[config.mk]
export PLATFORM = sky130hd
export DESIGN_NAME = lpce_div
export DESIGN_NICKNAME = d
export VERILOG_FILES = /design/src/rtl/lpce_pkg.sv /design/src/rtl/lpce_div.sv
export SDC_FILE = /design/constraint.sdc
export NUM_CORES = 2
export LEC_CHECK = 0
export ABC_AREA = 1
export BUFFER_PORTS_ARGS = -buffer_cell sky130_fd_sc_hd__clkbuf_2
export CAP_MARGIN = 20
export CORE_AREA = 4 4 646 328
export CTS_BUF_LIST = sky130_fd_sc_hd__clkbuf_8
export DETAILED_ROUTE_END_ITERATION = 10
export DIE_AREA = 0 0 650 332
export PLACE_DENSITY_LB_ADDON = 0.1
export SYNTH_ARGS = -nofsm -noshare
export SYNTH_HDL_FRONTEND = slang
export SYNTH_SLANG_ARGS = --single-unit
[constraint.sdc]
create_clock -name i_clk -period 9.77 [get_ports i_clk]
set_clock_uncertainty 0.2 [all_clocks]
set_input_delay 1.954 -clock i_clk [delete_from_list [all_inputs] [get_ports i_clk]]
set_output_delay 1.954 -clock i_clk [all_outputs]
set_load 0.01 [all_outputs]
[src/rtl/lpce_pkg.sv]
package lpce_pkg;

    localparam int VAL_W     = 32;
    localparam int FRAC_BITS = 24;
    localparam int L_W       = 30;
    localparam int E_W       = 34;
    localparam int P_W       = 33;
    localparam int CFG_IDX_W = 3;

    // Lane depth: exponent stage, one root stage per fraction bit, shift, map
    localparam int POW_LAT = FRAC_BITS + 3;

    localparam logic [P_W-1:0] P_ONE   = {1'b1, {(P_W-1){1'b0}}};
    localparam logic [E_W-1:0] E_LIMIT = E_W'(33) << FRAC_BITS;

    typedef enum logic [CFG_IDX_W-1:0] {
        CFG_LUM_LOW    = 3'd0,
        CFG_LUM_HIGH   = 3'd1,
        CFG_GAMMA_NORM = 3'd2,
        CFG_GAMMA_UP   = 3'd3,
        CFG_GAMMA_DOWN = 3'd4
    } t_cfg_idx;

    typedef struct packed {
        logic valid;
        logic clamped;
        logic xzero;
        logic xone;
    } t_side;

    function automatic logic [63:0] isqrt64(input logic [63:0] v);
        logic [63:0] rem;
        logic [63:0] res;
        logic [63:0] bw;
        rem = v;
        res = '0;
        bw  = 64'h4000_0000_0000_0000;
        for (int i = 0; i < 32; i++) begin
            if (rem >= res + bw) begin
                rem = rem - (res + bw);
                res = (res >> 1) + bw;
            end else begin
                res = res >> 1;
            end
            bw = bw >> 2;
        end
        return res;
    endfunction

    // 2^-(2^-j) in Q0.32
    function automatic logic [31:0] root_const(input int j);
        logic [63:0] r;
        r = isqrt64(64'h8000_0000_0000_0000);
        for (int i = 2; i <= j; i++) begin
            r = isqrt64({r[31:0], 32'b0});
        end
        return r[31:0];
    endfunction

endpackage

[src/rtl/lpce_div.sv]
module lpce_div (
    input  logic                i_clk,
    input  logic                i_rst_n,
    input  logic                i_en,
    input  logic                i_valid,
    input  logic [31:0]         i_lum,
    input  logic [31:0]         i_lum_low,
    input  logic [31:0]         i_lum_high,
    output lpce_pkg::t_side     o_side,
    output logic [31:0]         o_xn
);

    localparam int NSTG = 32;

    lpce_pkg::t_side r_side [NSTG+1];
    logic [31:0]     r_rem  [NSTG+1];
    logic [31:0]     r_quo  [NSTG+1];

    logic [31:0] span;
    assign span = i_lum_high - i_lum_low;

    // Range check and offset
    always_ff @(posedge i_clk) begin
        if (!i_rst_n) begin
            r_side[0] <= '0;
        end else if (i_en) begin
            r_side[0].valid   <= i_valid;
            r_side[0].clamped <= (i_lum < i_lum_low) || (i_lum > i_lum_high);
            r_side[0].xzero   <= i_lum <= i_lum_low;
            r_side[0].xone    <= (i_lum > i_lum_low) && (i_lum >= i_lum_high);
        end
    end

    always_ff @(posedge i_clk) begin
        if (i_en) begin
            r_rem[0] <= i_lum - i_lum_low;
            r_quo[0] <= '0;
        end
    end

    // One quotient bit per stage
    for (genvar s = 0; s < NSTG; s++) begin : g_stg
        logic [32:0] dbl;
        logic        ge;
        logic [31:0] n_rem;

        always_comb begin
            dbl   = {r_rem[s], 1'b0};
            ge    = dbl >= {1'b0, span};
            n_rem = ge ? 32'(dbl - {1'b0, span}) : dbl[31:0];
        end

        always_ff @(posedge i_clk) begin
            if (!i_rst_n) begin
                r_side[s+1] <= '0;
            end else if (i_en) begin
                r_side[s+1] <= r_side[s];
            end
        end

        always_ff @(posedge i_clk) begin
            if (i_en) begin
                r_rem[s+1] <= n_rem;
                r_quo[s+1] <= {r_quo[s][30:0], ge};
            end
        end
    end

    assign o_side = r_side[NSTG];
    assign o_xn   = r_quo[NSTG];

endmodule

==> results.md <==
- Vias in the first global route: 104049
- Hold endpoint: r_quo[0][653]
- Final worst path period share: 92.06%
- Crit path required time: 10230 ps
- Most frequent cells in the layout: 4459 x nand2_1, 1684 x edfxtp_1, 1426 x nand3_1
- Asr flop ratio synth: 0%
- CP Max Fanout: 48
- Port bufs: 135
- Site Rows: 118
- Slew @ Worst Pin: 1152 ps
- Die W: 650 um
- Root Buffer: clkbuf_8
- Setup Viol. Count Final: 0
- Die area: 215800 sq um
- Final Wtd Congestion: 1.066
- Total wire length: 436300 um
- Max_cap viols: 0
- Filler cell count: 17194
- Type of the most critical hold path: reg2reg
- DR WL/cell: 23.93 um
- GRT Total Usage: 38.85%
- Rel. slew slack: 22.21%
- Initial DRC Count: 18087
- Count of cell types in the netlist: 58
- CTS sink cnt: 1684
- Ys flop type: edfxtp_1
- Bufs on Longest Clock Path: 4
- Mapped Cells: 14968
- Post-synthesis compound-gate area fraction: 11.67%
- Hold Path Origin: r_quo[0][620]
- Later-pin clock latency in the skew report: 990 ps
- CP Launch Type: input port
- Commonest non-fill, non-tap cell in the layout: nand2_1
- Share of cells above drive strength 1: 5.784%
- TritonCTS clock tree: yes
- Initial Util: 59.67%
- Worst reg2reg path depth: 15
- Initial antenna violation count: 18
- Critical Path End Type: flop
- Core area: 206000 sq um
- Max-slew violation count: 0
- RSZ-0062 raised after global routing: no
- Residual DRC: 0
- Multiplexer area fraction after synthesis: 0%
- Kind of critical path: in2reg
- CTS resizes: 0
- DRT antenna net count: 0
- Final Critical Period: 8994 ps
- Final core utilization: 64.61%
- First-pass GRT wire length: 643700 um
- Largest net degree at the start of global routing: 183
- Simple-gate share of the synthesized area: 25.46%
- Register area share after synthesis: 41.14%
- Setup Buffers After CTS: 0
- Post-Synth Adder-Cell Area: 11.59%
- Crit path DAT: 9460 ps
- Dpl hpwl: 328800 um
- Grt ovf: 0
- YS warnings: 0
- Synthesized cell area: 122900 sq um
- Post-CTS Hold Buffers: 0
- Layout area overhead: 8.265%
- Status: completed
- FF-to-FF End: r_rem[0][190]
- Router iterations before antenna repair: 10
- Syn Area/Cell: 8.211 sq um
- Final layout net count: 16482
- Clock-pin slew on the worst setup and hold paths: 70 ps
- Xor/xnor share of the synthesized area: 5.430%
- Register bit count reported by yosys: 1684
- Vias per inst: 6.339
- Total negative slack: 0 ps
- Hold Path Stages: 0
- Reg2Reg Setup Slack: 5230 ps
- Vert. Die Dim: 332 um
- Via count: 115582
- Num CTS Buffers: 268
- H-tree levels: 5
- Launch point of the worst reg-to-reg path: r_rem[0][142]
- Combinational family with the most area after synthesis: simple AND/OR/NAND/NOR gates
- Fmax: 111.2 MHz
- # IOs: 136
- Post-synth EDFFs: 1684
- Final Hold Viols: 0
- Syn nets: 16187
[final cells by class]
class | count | area [sq um] | share of cell area, %
timing repair buffer | 348 | 2718 | 2.042
antenna | 17 | 42.54 | 0.03197
clock buffer | 275 | 3785 | 2.844
tap | 2760 | 3453 | 2.595
clock inverter | 189 | 1435 | 1.079
sequential | 1684 | 50570 | 38.00
inverter | 1078 | 4048 | 3.042
multi-input combinational | 11883 | 67020 | 50.36
[how the worst max path moves through the flow]
stage	depth (start not counted)	startpoint	slack, ps	endpoint
global placement	27	i_lum_high[0]	580	r_rem[0][190]
detailed placement	27	i_lum_high[0]	510	r_rem[0][189]
finish	27	i_lum_high[0]	780	r_rem[0][190]
floorplan	26	i_lum_high[0]	2320	r_rem[0][259]
global route	27	i_lum_high[0]	730	r_rem[0][190]
CTS	27	i_lum_high[0]	1400	r_rem[0][190]
[synthesized netlist by cell type (4+ instances only)]
| cell type | n | share of area (%) |
|---|---|---|
| nor2_2 | 4 | 0.020 |
| nand2_2 | 78 | 0.40 |
| a31o_2 | 15 | 0.11 |
| a31oi_1 | 51 | 0.26 |
| nand3b_1 | 17 | 0.10 |
| buf_4 | 43 | 0.26 |
| xor2_1 | 481 | 3.4 |
| a21o_1 | 119 | 0.73 |
| fa_1 | 33 | 0.54 |
| buf_1 | 6 | 0.018 |
| o21ai_0 | 606 | 2.5 |
| nand2_4 | 7 | 0.064 |
| o221ai_1 | 30 | 0.21 |
| a21boi_0 | 64 | 0.39 |
| xnor2_1 | 281 | 2.0 |
| nand3_2 | 16 | 0.13 |
| a41oi_2 | 16 | 0.21 |
| nor4_1 | 100 | 0.51 |
| clkbuf_1 | 120 | 0.37 |
| o211ai_1 | 28 | 0.17 |
| ha_1 | 1086 | 11 |
| inv_1 | 1073 | 3.3 |
| o21bai_1 | 60 | 0.37 |
| nand2_1 | 4461 | 14 |
| o21ai_1 | 31 | 0.13 |
| nand4_1 | 153 | 0.78 |
| buf_2 | 126 | 0.51 |
| a21oi_1 | 1232 | 5.0 |
| inv_2 | 5 | 0.015 |
| nand3_1 | 1426 | 5.8 |
| o21a_1 | 153 | 0.93 |
| o221a_2 | 9 | 0.082 |
| nor3_1 | 127 | 0.52 |
| edfxtp_1 | 1684 | 41 |
| o31ai_1 | 49 | 0.30 |
| buf_6 | 27 | 0.25 |
| a211oi_1 | 29 | 0.18 |
| and3_1 | 22 | 0.11 |
| nor3b_1 | 15 | 0.092 |
| nor2_1 | 1058 | 3.2 |
[logic make-up (layout without fill, tap and decap cells)]
logic type | Yosys count | in the layout
and+or+nand+nor | 7494 | 7494
xor gates and xnor gates | 762 | 762
adders and majority gates | 1119 | 1119
buffers and inverters | 1401 | 1890
DFF | 1684 | 1684
other | 0 | 17
AOI/OAI and AO/OA | 2508 | 2508
[through the flow]
| stage | instances | area [sq um] | worst slack, ps | hold WS [ps] |
|---|---|---|---|---|
| final | 18234 | 133100 | 775.9 | 191.8 |
| after global routing | 18218 | 133000 | 728.1 | 208.5 |
| after CTS | 18217 | 133000 | 1397 | 202.7 |
| after detailed placement | 17753 | 127800 | 505.9 | 204.5 |
| after global placement | 17750 | 127700 | 584.7 | 200.1 |
| after floorplan | 14968 | 122900 | 2320 | 200.3 |
[worst max-delay path, stage by stage]
cell and delay [ps]:
clkbuf_2 100, inv_1 70, ha_4 170, fa_4 470, nand3b_1 200, nand2_1 210, a21oi_1 190, o21ai_0 400
a21boi_0 350, o21ai_0 670, a21boi_0 420, xor2_4 660, ha_1 300, nand2_1 140, nor4_1 820, nand4_1 420
nand3_1 330, nand4_1 140, nand2_1 180, nand2_1 90, nand2_1 110, nand2_1 150, nand2_1 140, inv_2 320
buf_4 300, nand2_1 60, nand2_1 60
[flip-flops by register name (all words and copies together), names as in the netlist]
register  count
r_side      132
r_quo       528
r_rem      1024
[per-layer routing]
layer | global-route usage, % | share of wire [%]
met3 | 18.25 | 18
met2 | 46.68 | 35
met1 | 60.95 | 44
met4 | 8.725 | 2.5
met5 | 0 | 0.021
Power is not shown: default switching activity piles up to over one toggle a cycle in this logic, so the estimate is an artifact.
